<file path="config.mk">
export PLATFORM = sky130hd
export DESIGN_NAME = metronome_beat_generator
export DESIGN_NICKNAME = d
export VERILOG_FILES = /design/src/mbg_pkg.sv /design/src/mbg_tempo.sv /design/src/mbg_core.sv /design/src/metronome_beat_generator.sv
export VERILOG_INCLUDE_DIRS = /design/src /design/src/src
export SDC_FILE = /design/constraint.sdc
export NUM_CORES = 1
export LEC_CHECK = 0
export ABC_AREA = 1
export BUFFER_PORTS_ARGS = -buffer_cell sky130_fd_sc_hd__buf_2
export CAP_MARGIN = 25
export CORE_MARGIN = 5
export CORE_UTILIZATION = 45
export CTS_CLUSTER_DIAMETER = 80
export CTS_CLUSTER_SIZE = 14
export DETAILED_ROUTE_END_ITERATION = 16
export PLACE_DENSITY = 0.74
export SLEW_MARGIN = 25
export SYNTH_ARGS = -nofsm -noshare
export SYNTH_HDL_FRONTEND = slang
export SYNTH_SLANG_ARGS = --single-unit
</file>
<file path="constraint.sdc">
create_clock -name i_clk -period 7.85 [get_ports i_clk]
set_input_delay 0.3925 -clock i_clk [delete_from_list [all_inputs] [get_ports i_clk]]
set_output_delay 0.3925 -clock i_clk [all_outputs]
set_load 0.05 [all_outputs]
</file>
<file path="src/metronome_beat_generator_assert.svh">
`ifndef METRONOME_BEAT_GENERATOR_ASSERT_SVH
`define METRONOME_BEAT_GENERATOR_ASSERT_SVH

// same-cycle implication, checked out of reset
`define MBG_ASSERT_NOW(label, ante, cons) \
    label: assert property (@(posedge i_clk) disable iff (!i_rst_n) (ante) |-> (cons)) \
        else $error("metronome_beat_generator: check failed");

// next-cycle implication, checked out of reset
`define MBG_ASSERT_NEXT(label, ante, cons) \
    label: assert property (@(posedge i_clk) disable iff (!i_rst_n) (ante) |=> (cons)) \
        else $error("metronome_beat_generator: check failed");

`endif

</file>
<file path="src/mbg_pkg.sv">
package mbg_pkg;

    localparam int SamplesPerReading = 10;
    localparam int SampleW           = 8;
    localparam int ByteW             = 8;
    localparam int TempoDivisor      = 15;
    localparam int RecipShift        = 15;
    localparam int RecipMult         = (2 ** RecipShift + TempoDivisor - 1) / TempoDivisor;
    localparam int RecipW            = 12;

    localparam logic [ByteW-1:0] LongBeepRst   = 8'd6;
    localparam logic [ByteW-1:0] ShortBeepRst  = 8'd3;
    localparam logic [ByteW-1:0] WaitOffsetRst = 8'd5;
    localparam logic [ByteW-1:0] BarLenRst     = 8'd4;
    localparam logic [ByteW-1:0] ByteMax       = 8'd255;

    localparam int CfgIdxW = 2;
    localparam logic [CfgIdxW-1:0] CfgLongBeep   = 2'd0;
    localparam logic [CfgIdxW-1:0] CfgShortBeep  = 2'd1;
    localparam logic [CfgIdxW-1:0] CfgWaitOffset = 2'd2;

    localparam int InTdataW  = 8;
    localparam int InTuserW  = 2;
    localparam int OutTdataW = 24;
    localparam int OutPadW   = 4;

    typedef enum logic [1:0] {
        MODE_SAMPLE = 2'd0,
        MODE_TICK   = 2'd1,
        MODE_UP     = 2'd2,
        MODE_DOWN   = 2'd3
    } t_mode;

    typedef enum logic [1:0] {
        PH_SAMPLE = 2'd0,
        PH_WAIT   = 2'd1,
        PH_BEEP   = 2'd2
    } t_phase;

    typedef struct packed {
        logic [ByteW-1:0] long_beep;
        logic [ByteW-1:0] short_beep;
        logic [ByteW-1:0] wait_offset;
    } t_cfg;

    typedef struct packed {
        logic             beep_on;
        logic             accent;
        logic [ByteW-1:0] bar_length;
        logic [ByteW-1:0] beat_index;
        t_phase           phase_now;
    } t_result;

endpackage

</file>
<file path="src/mbg_tempo.sv">
module mbg_tempo #(
    parameter int TotalW = 12
) (
    input  logic [TotalW-1:0]        i_total,
    input  logic [mbg_pkg::ByteW-1:0] i_offset,
    output logic [mbg_pkg::ByteW-1:0] o_wait
);

    localparam int ProdW = TotalW + mbg_pkg::RecipW;
    localparam int QuotW = ProdW - mbg_pkg::RecipShift;
    localparam int SumW  = ((QuotW > mbg_pkg::ByteW) ? QuotW : mbg_pkg::ByteW) + 1;

    logic [ProdW-1:0] w_prod;
    logic [QuotW-1:0] w_quot;
    logic [SumW-1:0]  w_sum;

    // divide by the tempo divisor through a scaled reciprocal
    assign w_prod = ProdW'(i_total) * ProdW'(mbg_pkg::RecipMult);
    assign w_quot = w_prod[ProdW-1:mbg_pkg::RecipShift];
    assign w_sum  = SumW'(w_quot) + SumW'(i_offset);
    assign o_wait = (w_sum > SumW'(mbg_pkg::ByteMax)) ? mbg_pkg::ByteMax
                                                       : w_sum[mbg_pkg::ByteW-1:0];

endmodule

</file>
<file path="src/mbg_core.sv">
module mbg_core #(
    parameter int SamplesPerReading = mbg_pkg::SamplesPerReading
) (
    input  logic                      i_clk,
    input  logic                      i_rst_n,
    input  logic                      i_fire,
    input  mbg_pkg::t_mode            i_mode,
    input  logic [mbg_pkg::SampleW-1:0] i_sample,
    input  mbg_pkg::t_cfg             i_cfg,
    output mbg_pkg::t_result          o_result
);

    localparam int CntW   = $clog2(SamplesPerReading + 1);
    localparam int TotalW = mbg_pkg::SampleW + CntW;
    localparam int BW     = mbg_pkg::ByteW;

    mbg_pkg::t_phase r_phase, n_phase;
    logic [CntW-1:0]   r_cnt, n_cnt;
    logic [TotalW-1:0] r_total, n_total;
    logic [BW-1:0]     r_wait, n_wait;
    logic [BW-1:0]     r_beep, n_beep;
    logic [BW-1:0]     r_pos, n_pos;
    logic [BW-1:0]     r_bars, n_bars;
    logic              r_accent, n_accent;

    logic [TotalW-1:0] w_total_sum;
    logic [CntW-1:0]   w_cnt_inc;
    logic              w_reading_done;
    logic [BW-1:0]     w_wait_calc;
    logic [BW-1:0]     w_wait_dec;
    logic [BW-1:0]     w_beep_dec;
    logic              w_first;
    logic [BW-1:0]     w_len_raw;
    logic [BW-1:0]     w_len;
    logic [BW-1:0]     w_pos_inc;
    logic [BW-1:0]     w_pos_beat;
    logic              w_sample_ok;
    logic              w_start;

    assign w_total_sum    = r_total + TotalW'(i_sample);
    assign w_cnt_inc      = r_cnt + CntW'(1);
    assign w_reading_done = (w_cnt_inc == CntW'(SamplesPerReading));

    mbg_tempo #(
        .TotalW(TotalW)
    ) u_tempo (
        .i_total (w_total_sum),
        .i_offset(i_cfg.wait_offset),
        .o_wait  (w_wait_calc)
    );

    assign w_wait_dec = (r_wait != '0) ? r_wait - BW'(1) : '0;
    assign w_beep_dec = (r_beep != '0) ? r_beep - BW'(1) : '0;

    assign w_first    = (r_pos == '0);
    assign w_len_raw  = w_first ? i_cfg.long_beep : i_cfg.short_beep;
    assign w_len      = (w_len_raw == '0) ? BW'(1) : w_len_raw;
    assign w_pos_inc  = r_pos + BW'(1);
    assign w_pos_beat = (!w_first && (w_pos_inc >= r_bars)) ? '0 : w_pos_inc;

    assign w_sample_ok = (i_mode == mbg_pkg::MODE_SAMPLE) && (r_phase == mbg_pkg::PH_SAMPLE)
                         && w_reading_done;
    assign w_start = (w_sample_ok && (w_wait_calc == '0))
                     || ((i_mode == mbg_pkg::MODE_TICK) && (r_phase == mbg_pkg::PH_WAIT)
                         && (w_wait_dec == '0));

    // next phase
    always_comb begin
        n_phase = r_phase;
        if (w_start) begin
            n_phase = mbg_pkg::PH_BEEP;
        end else if (w_sample_ok) begin
            n_phase = mbg_pkg::PH_WAIT;
        end else if ((i_mode == mbg_pkg::MODE_TICK) && (r_phase == mbg_pkg::PH_BEEP)
                     && (w_beep_dec == '0)) begin
            n_phase = mbg_pkg::PH_SAMPLE;
        end
    end

    // counters and bar position
    always_comb begin
        n_cnt    = r_cnt;
        n_total  = r_total;
        n_wait   = r_wait;
        n_beep   = r_beep;
        n_pos    = r_pos;
        n_bars   = r_bars;
        n_accent = r_accent;
        unique case (i_mode)
            mbg_pkg::MODE_SAMPLE: begin
                if (r_phase == mbg_pkg::PH_SAMPLE) begin
                    if (w_reading_done) begin
                        n_cnt   = '0;
                        n_total = '0;
                        n_wait  = w_wait_calc;
                    end else begin
                        n_cnt   = w_cnt_inc;
                        n_total = w_total_sum;
                    end
                end
            end
            mbg_pkg::MODE_TICK: begin
                if (r_phase == mbg_pkg::PH_WAIT) begin
                    n_wait = w_wait_dec;
                end else if (r_phase == mbg_pkg::PH_BEEP) begin
                    n_beep = w_beep_dec;
                    if (w_beep_dec == '0) begin
                        n_accent = 1'b0;
                    end
                end
            end
            mbg_pkg::MODE_UP: begin
                if (r_bars != mbg_pkg::ByteMax) begin
                    n_bars = r_bars + BW'(1);
                end
            end
            mbg_pkg::MODE_DOWN: begin
                if (r_bars != '0) begin
                    n_bars = r_bars - BW'(1);
                end
            end
        endcase
        if (w_start) begin
            n_accent = w_first;
            n_beep   = w_len;
            n_pos    = w_pos_beat;
        end
    end

    always_ff @(posedge i_clk) begin
        if (!i_rst_n) begin
            r_phase  <= mbg_pkg::PH_SAMPLE;
            r_cnt    <= '0;
            r_total  <= '0;
            r_wait   <= '0;
            r_beep   <= '0;
            r_pos    <= '0;
            r_bars   <= mbg_pkg::BarLenRst;
            r_accent <= 1'b0;
        end else if (i_fire) begin
            r_phase  <= n_phase;
            r_cnt    <= n_cnt;
            r_total  <= n_total;
            r_wait   <= n_wait;
            r_beep   <= n_beep;
            r_pos    <= n_pos;
            r_bars   <= n_bars;
            r_accent <= n_accent;
        end
    end

    assign o_result.beep_on    = (n_phase == mbg_pkg::PH_BEEP);
    assign o_result.accent     = (n_phase == mbg_pkg::PH_BEEP) && n_accent;
    assign o_result.bar_length = n_bars;
    assign o_result.beat_index = n_pos;
    assign o_result.phase_now  = n_phase;

endmodule

</file>
<file path="src/metronome_beat_generator.sv">
// Throughput: one transaction per cycle while i_m_tready is high. An accepted input
// transaction is held in the input register, then its result in the result register;
// each holds one item, so a new item is taken while a result waits for i_m_tready.
// Reset: synchronous, active low; beat state clears, beats per bar returns to 4 and the
// pulse and offset registers return to 6, 3 and 5.
`include "metronome_beat_generator_assert.svh"

module metronome_beat_generator #(
    parameter int SamplesPerReading = mbg_pkg::SamplesPerReading
) (
    input  logic                          i_clk,
    input  logic                          i_rst_n,
    input  logic                          i_s_tvalid,
    output logic                          o_s_tready,
    input  logic [mbg_pkg::InTdataW-1:0]  i_s_tdata,  // [7:0] sample_value
    input  logic [mbg_pkg::InTuserW-1:0]  i_s_tuser,  // [1:0] mode
    output logic                          o_m_tvalid,
    input  logic                          i_m_tready,
    // [0] beep_on, [1] accent, [9:2] bar_length, [17:10] beat_index, [19:18] phase_now
    output logic [mbg_pkg::OutTdataW-1:0] o_m_tdata,
    input  logic                          i_cfg_valid,
    output logic                          o_cfg_ready,
    input  logic [mbg_pkg::CfgIdxW-1:0]   i_cfg_index,
    input  logic [mbg_pkg::ByteW-1:0]     i_cfg_data
);

    mbg_pkg::t_cfg    r_cfg;
    logic             r_in_valid;
    mbg_pkg::t_mode   r_in_mode;
    logic [mbg_pkg::SampleW-1:0] r_in_sample;
    logic             r_out_valid;
    mbg_pkg::t_result r_out;

    logic             w_out_load;
    logic             w_adv;
    mbg_pkg::t_result w_result;

    assign o_cfg_ready = 1'b1;

    always_ff @(posedge i_clk) begin
        if (!i_rst_n) begin
            r_cfg.long_beep   <= mbg_pkg::LongBeepRst;
            r_cfg.short_beep  <= mbg_pkg::ShortBeepRst;
            r_cfg.wait_offset <= mbg_pkg::WaitOffsetRst;
        end else if (i_cfg_valid) begin
            unique case (i_cfg_index)
                mbg_pkg::CfgLongBeep:   r_cfg.long_beep   <= i_cfg_data;
                mbg_pkg::CfgShortBeep:  r_cfg.short_beep  <= i_cfg_data;
                mbg_pkg::CfgWaitOffset: r_cfg.wait_offset <= i_cfg_data;
                default: begin
                end
            endcase
        end
    end

    assign w_out_load = !r_out_valid || i_m_tready;
    assign w_adv      = r_in_valid && w_out_load;
    assign o_s_tready = !r_in_valid || w_adv;

    always_ff @(posedge i_clk) begin
        if (!i_rst_n) begin
            r_in_valid <= 1'b0;
        end else if (o_s_tready) begin
            r_in_valid <= i_s_tvalid;
        end
    end

    always_ff @(posedge i_clk) begin
        if (i_s_tvalid && o_s_tready) begin
            r_in_mode   <= mbg_pkg::t_mode'(i_s_tuser);
            r_in_sample <= i_s_tdata;
        end
    end

    mbg_core #(
        .SamplesPerReading(SamplesPerReading)
    ) u_core (
        .i_clk   (i_clk),
        .i_rst_n (i_rst_n),
        .i_fire  (w_adv),
        .i_mode  (r_in_mode),
        .i_sample(r_in_sample),
        .i_cfg   (r_cfg),
        .o_result(w_result)
    );

    always_ff @(posedge i_clk) begin
        if (!i_rst_n) begin
            r_out_valid <= 1'b0;
        end else if (w_out_load) begin
            r_out_valid <= r_in_valid;
        end
    end

    always_ff @(posedge i_clk) begin
        if (w_adv) begin
            r_out <= w_result;
        end
    end

    assign o_m_tvalid = r_out_valid;
    assign o_m_tdata  = {mbg_pkg::OutPadW'(0), r_out.phase_now, r_out.beat_index,
                         r_out.bar_length, r_out.accent, r_out.beep_on};

    `MBG_ASSERT_NOW(a_beep_matches_phase, o_m_tvalid,
                    o_m_tdata[0] == (o_m_tdata[19:18] == 2'(mbg_pkg::PH_BEEP)))
    `MBG_ASSERT_NOW(a_accent_needs_beep, o_m_tvalid, !o_m_tdata[1] || o_m_tdata[0])
    `MBG_ASSERT_NEXT(a_advance_gives_result, w_adv, o_m_tvalid)

endmodule

</file>
==> results.json, run 1 <==
{
  "status": "finished clean",
  "tightest_slew_ns": 0.834,
  "rows": 48,
  "grt_setup_unrepaired": "no",
  "h-tree-depth": 3,
  "power_frac_clock_pct": 30.0,
  "p_sw_uw": 497,
  "start_util_pct": 45.5,
  "critical_path_required_ns": 7.97,
  "vias": 6888,
  "grt_pass1_vias": 6452,
  "async_flop_share_pct": 0,
  "overflow": 0,
  "final_cell_mix": "nand2_1, inv_1, nor2_1, ha_1",
  "startpoint_type": "register",
  "power_uw": 1450,
  "fin_area_sq_um": 8480,
  "synth_cell_types": 55,
  "cts.sinks": 107,
  "drt_iter0_drc": 489,
  "synth_top_area_share_pct": 19.8,
  "ant_nets": 0,
  "ioPinCount": 52,
  "ys.warnings.count": 0,
  "ctsHoldBuffers": 0,
  "slew_headroom_pct": 44.0,
  "sw_frac_of_total_pct": 34.2,
  "netlist_top_cells_area": "dfxtp_1, ha_1, nand2_1",
  "clock_path_buffers": 2,
  "critPathMaxStageDelay_ns": 0.54,
  "max_freq_mhz": 142,
  "cellPowerDensity_nw_per_um2": 172,
  "cts_buffers": 9,
  "final_hold_viol_count": 0,
  "io_buffers": 46,
  "place_area_sq_um": 8200,
  "tns_ns": 0,
  "cts-root-buf": "clkbuf_16",
  "fin_crit_ns": 7.03,
  "drv_cap": 0,
  "post-route-util_pct": 49.5,
  "drive_gt1_share_pct": 8.77,
  "cts_tree": "built",
  "post-route-drc-count": 0,
  "slowest_stage": "fa_1",
  "synth.yosys.seq_area_share_pct": 31.4,
  "syn_area_per_cell_sq_um": 7.32,
  "final_nets": 1223,
  "dieArea_sq_um": 20000,
  "cp_max_fo": 19,
  "synth_flop_cell": "dfxtp_1",
  "synthToLayoutAreaGrowth_pct": 8.82,
  "die_x_um": 142,
  "power_frac_seq_pct": 42.0,
  "slew_viol_final": 0,
  "core_sq_um": 17100,
  "crit_path_end_kind": "register",
  "intPower_uw": 957,
  "path_clk_slew_ns": 0.07,
  "synth_area_sq_um": 7790,
  "yosys.area.top_type": "dfxtp_1",
  "grt.total_usage_pct": 17.5,
  "arrival_ns": 7.16,
  "n_antenna_cell": 0,
  "grt_pass1_wl_mm": 29.4,
  "ctsResizeCount": 0,
  "ys_seq_elements": 107,
  "clock_skew_ns": 0.00825,
  "holdWs_ns": 0.207,
  "crit_type": "register to register",
  "viasPerCell": 5.18,
  "final_common_cell": "nand2_1",
  "fp.dieH_um": 142,
  "worstSkewPairLatency_ns": 0.36,
  "dp_hpwl_mm": 13.1,
  "hold_class": "primary input to register",
  "dr.pass1.iters": 5,
  "syn_inst": 1064,
  "wl_per_cell_um": 12.8,
  "synth_edf_count": 30,
  "setup_viol_count_final": 0,
  "crit_top_cell": "inv_1",
  "gp_congestion": 0.904,
  "grt_max_degree": 43,
  "irDropWorstVdd_v": 0.000102,
  "wl_mm": 17.1,
  "layout_worst_path_cycle_share_pct": 89.6,
  "pwr-share-comb_pct": 27.9,
  "p_leak_uw": 0.00436,
  "cts_setup_buffers": 0,
  "antenna_found_initial": 0
}
-- power groups by stage --
stage	clock network, uW	registers [uW]	logic (uW)
after floorplan	0	642	293
after global placement	0	623	395
after detailed placement	0	624	406
after CTS	446	611	407
after global routing	465	615	465
final	437	612	406
-- kinds of logic after synthesis --
group	share of synthesized area (%)
AOI/OAI and AO/OA	11.7
xor gates and xnor gates	4.27
adders and majority gates	16.1
buffers and inverters	8.93
DFF	31.4
muxes	0.128
other	0.0964
and+or+nand+nor	27.5
-- Yosys cell counts, types with 5 or more instances --
| library cell | instances |
|---|---|
| nand2_1 | 247 |
| inv_1 | 137 |
| nor2_1 | 106 |
| ha_1 | 92 |
| a21oi_1 | 77 |
| dfxtp_1 | 77 |
| nand3_1 | 68 |
| o21ai_0 | 40 |
| xor2_1 | 32 |
| edfxtp_1 | 30 |
| clkbuf_1 | 15 |
| nor3_1 | 15 |
| nand4_1 | 11 |
| o211ai_1 | 10 |
| inv_2 | 7 |
| a211oi_1 | 6 |
| buf_4 | 6 |
| nand2_2 | 6 |
| nor4_1 | 6 |
| xnor2_1 | 6 |
| a21o_1 | 5 |
| fa_1 | 5 |
-- worst max-delay path, delay by kind of cell, from the launching register on --
kind	cells	cell delay, ns
compound gates	8	1.46
xor+xnor	2	0.34
flops	1	0.34
fa+ha+maj	8	2.65
simple gates	11	1.39
buf+inv	9	0.61
-- state kept, by name, indices dropped and copies added (netlist names) --
register	count
o_m_tdata	20
o_m_tvalid	1
r_cfg	24
r_in_mode	2
r_in_sample	8
r_in_valid	1
u_core.r_accent	1
u_core.r_bars	8
u_core.r_beep	8
u_core.r_cnt	4
u_core.r_phase	2
u_core.r_pos	8
u_core.r_total	12
u_core.r_wait	8
-- area by class of cell --
class	instances	area (sq um)
fill	1686	8640
multi-input combinational	786	4670
sequential	107	2440
inverter	147	552
tap	225	282
timing repair buffer	50	260
clock buffer	9	225
clock inverter	7	50.0
-- metal layers --
layer  global-route usage [%]  share of wire (%)  vias to the layer above
li1                         -                  -                     3576
met1                     22.6                 45                     3136
met2                     29.9                 48                      163
met3                     3.37                5.7                       13
met4                     4.80                1.2                        0
met5                        0                  0                        -
-- final timing paths --
path,start,end,slack [ns],cells past startpoint
worst max register to register,u_core.r_total[0],o_m_tdata[18],0.82,38
worst max-delay path,u_core.r_total[0],o_m_tdata[18],0.82,38
worst min-delay path,i_s_tdata[7],r_in_sample[7],0.21,1
worst min register to register,r_cfg[23],r_cfg[23],0.46,2
-- metrics by stage --
step	worst slack, ns	instances
floorplan	1.58	1067
global placement	1.04	1315
detailed placement	0.856	1315
CTS	0.846	1331
global route	0.0214	1331
finish	0.815	1331
No activity file was read; power rests on OpenSTA's default activity.
==> inputs of run 2 (changes only) <==
Settings changed: CORE_ASPECT_RATIO set to 1.1, CORE_MARGIN 5 to not set.
==> run 2 against run 1 <==
Flip-flop and latch count unchanged; core utilization up 0.73 points; critical path depth is 1 lower; largest power group unchanged; sequential power hardly changed; first-iteration DRC count decreased by 11%; sequential share of layout area shrank 0.14 points; design area grew 0.50%; global-route usage grew 1.8 points.
==> results.json, run 2 (synthesis results as in run 1) <==
{
  "fp.dieH_um": 140,
  "wl_mm": 16.5,
  "sw_frac_of_total_pct": 33.6,
  "ant_nets": 0,
  "ctsHoldBuffers": 0,
  "synthToLayoutAreaGrowth_pct": 9.36,
  "pwr-share-comb_pct": 27.5,
  "max_freq_mhz": 143,
  "intPower_uw": 978,
  "cts-root-buf": "clkbuf_16",
  "cp_max_fo": 19,
  "irDropWorstVdd_v": 0.0000936,
  "grt_pass1_wl_mm": 28.0,
  "hold_class": "primary input to register",
  "setup_viol_count_final": 0,
  "place_area_sq_um": 8230,
  "p_sw_uw": 495,
  "ff_latch_area_sq_um": 2440,
  "final_nets": 1225,
  "final_cell_mix": "nand2_1, inv_1, nor2_1, ha_1",
  "overflow": 0,
  "post-route-drc-count": 0,
  "tightest_slew_ns": 0.896,
  "wl_per_cell_um": 12.3,
  "dp_hpwl_mm": 12.5,
  "fin_area_sq_um": 8520,
  "drt_iter0_drc": 437,
  "worstSetupStartpoint": "r_in_sample[0]",
  "slew_viol_final": 0,
  "cts.sinks": 107,
  "multi_input_area_sq_um": 4660,
  "die_x_um": 127,
  "power_frac_clock_pct": 31.0,
  "layout_worst_path_cycle_share_pct": 89.3,
  "cts_setup_buffers": 0,
  "fillers": 1652,
  "largest_reg_flops": 24,
  "path_clk_slew_ns": 0.07,
  "vias": 6834,
  "clock_skew_ns": 0.00774,
  "critPathMaxStageDelay_ns": 0.53,
  "power_frac_seq_pct": 41.5,
  "grt_pass1_vias": 6328,
  "crit_path_end_kind": "register",
  "slowest_stage": "fa_1",
  "rows": 50,
  "crit_top_cell": "inv_1",
  "final_common_cell": "nand2_1",
  "crit_type": "register to register",
  "h-tree-depth": 3,
  "r2r-end": "o_m_tdata[18]",
  "tns_ns": 0,
  "p_leak_uw": 0.00438,
  "n_antenna_cell": 0,
  "gp_congestion": 0.894,
  "io_buffers": 46,
  "cellPowerDensity_nw_per_um2": 173,
  "r2r_cells": 37,
  "holdWs_ns": 0.200,
  "ctsResizeCount": 0,
  "place_inst": 1326,
  "setup_ws_ns": 0.837,
  "start_util_pct": 45.9,
  "ioPinCount": 52,
  "grt.total_usage_pct": 19.3,
  "endpoint": "o_m_tdata[18]",
  "fin_crit_ns": 7.01,
  "slew_headroom_pct": 39.8,
  "grt_setup_unrepaired": "no",
  "rrSetupSlack_ns": 0.84,
  "drv_cap": 0,
  "viasPerCell": 5.09,
  "dieArea_sq_um": 17800,
  "critical_path_required_ns": 7.98,
  "arrival_ns": 7.14,
  "cts_buffers": 9,
  "regMostFlops": "r_cfg",
  "final_hold_viol_count": 0,
  "grt_max_degree": 48,
  "worstSkewPairLatency_ns": 0.36,
  "status": "finished clean",
  "startpoint_type": "register",
  "drive_gt1_share_pct": 8.84,
  "post-place-ws_ns": 0.876,
  "instances_no_fill": 1342,
  "cts_tree": "built",
  "dr.pass1.iters": 7,
  "core_sq_um": 17000,
  "r2r_start": "r_in_sample[0]",
  "antenna_found_initial": 0,
  "clock_path_buffers": 2
}
-- run 2: worst min-delay path by stage --
stage / to / start / cells after the start / slack (ns)
2_1_floorplan: r_cfg[23] / r_cfg[23] / 2 / 0.42
3_3_place_gp: r_cfg[23] / r_cfg[23] / 2 / 0.44
3_5_place_dp: r_cfg[9] / r_cfg[9] / 2 / 0.45
4_1_cts: r_in_sample[4] / i_s_tdata[4] / 1 / 0.19
5_1_grt: r_in_sample[4] / i_s_tdata[4] / 1 / 0.19
6_report: r_in_sample[1] / i_s_tdata[1] / 1 / 0.20
-- run 2: power by group through the flow --
stage / Sequential, uW / Clock [uW] / Combinational, uW
finish: 611 / 456 / 405
global route: 614 / 487 / 461
CTS: 611 / 465 / 406
detailed placement: 624 / 0 / 404
global placement: 623 / 0 / 393
floorplan: 642 / 0 / 293
-- run 2: area by class of cell --
type / count / area share, %
tap: 234 / 3.44
multi-input combinational: 786 / 54.7
sequential: 107 / 28.7
clock inverter: 6 / 0.514
inverter: 147 / 6.48
clock buffer: 10 / 2.94
timing repair buffer: 52 / 3.23
-- run 2: per-layer routing --
| layer | global-route usage (%) | vias to the layer above | share of wire [%] |
|---|---|---|---|
| li1 | - | 3581 | - |
| met1 | 23.1 | 3092 | 45 |
| met2 | 34.8 | 141 | 50 |
| met3 | 2.90 | 20 | 3.6 |
| met4 | 6.58 | 0 | 1.6 |
| met5 | 0 | - | 0 |
-- run 2: per-stage QoR --
step / power, uW / utilization, %
global placement: 1020 / 48.5
floorplan: 936 / -
global route: 1560 / 50.3
CTS: 1480 / 50.3
detailed placement: 1030 / 48.5
finish: 1470 / 50.3
-- run 2: critical path, delay by kind of cell (launching register included) --
kind	cells	cell delay (ns)
fa+ha+maj	8	2.64
simple gates	11	1.55
compound gates	6	1.09
buf+inv	9	0.60
xor+xnor	3	0.54
flops	1	0.33
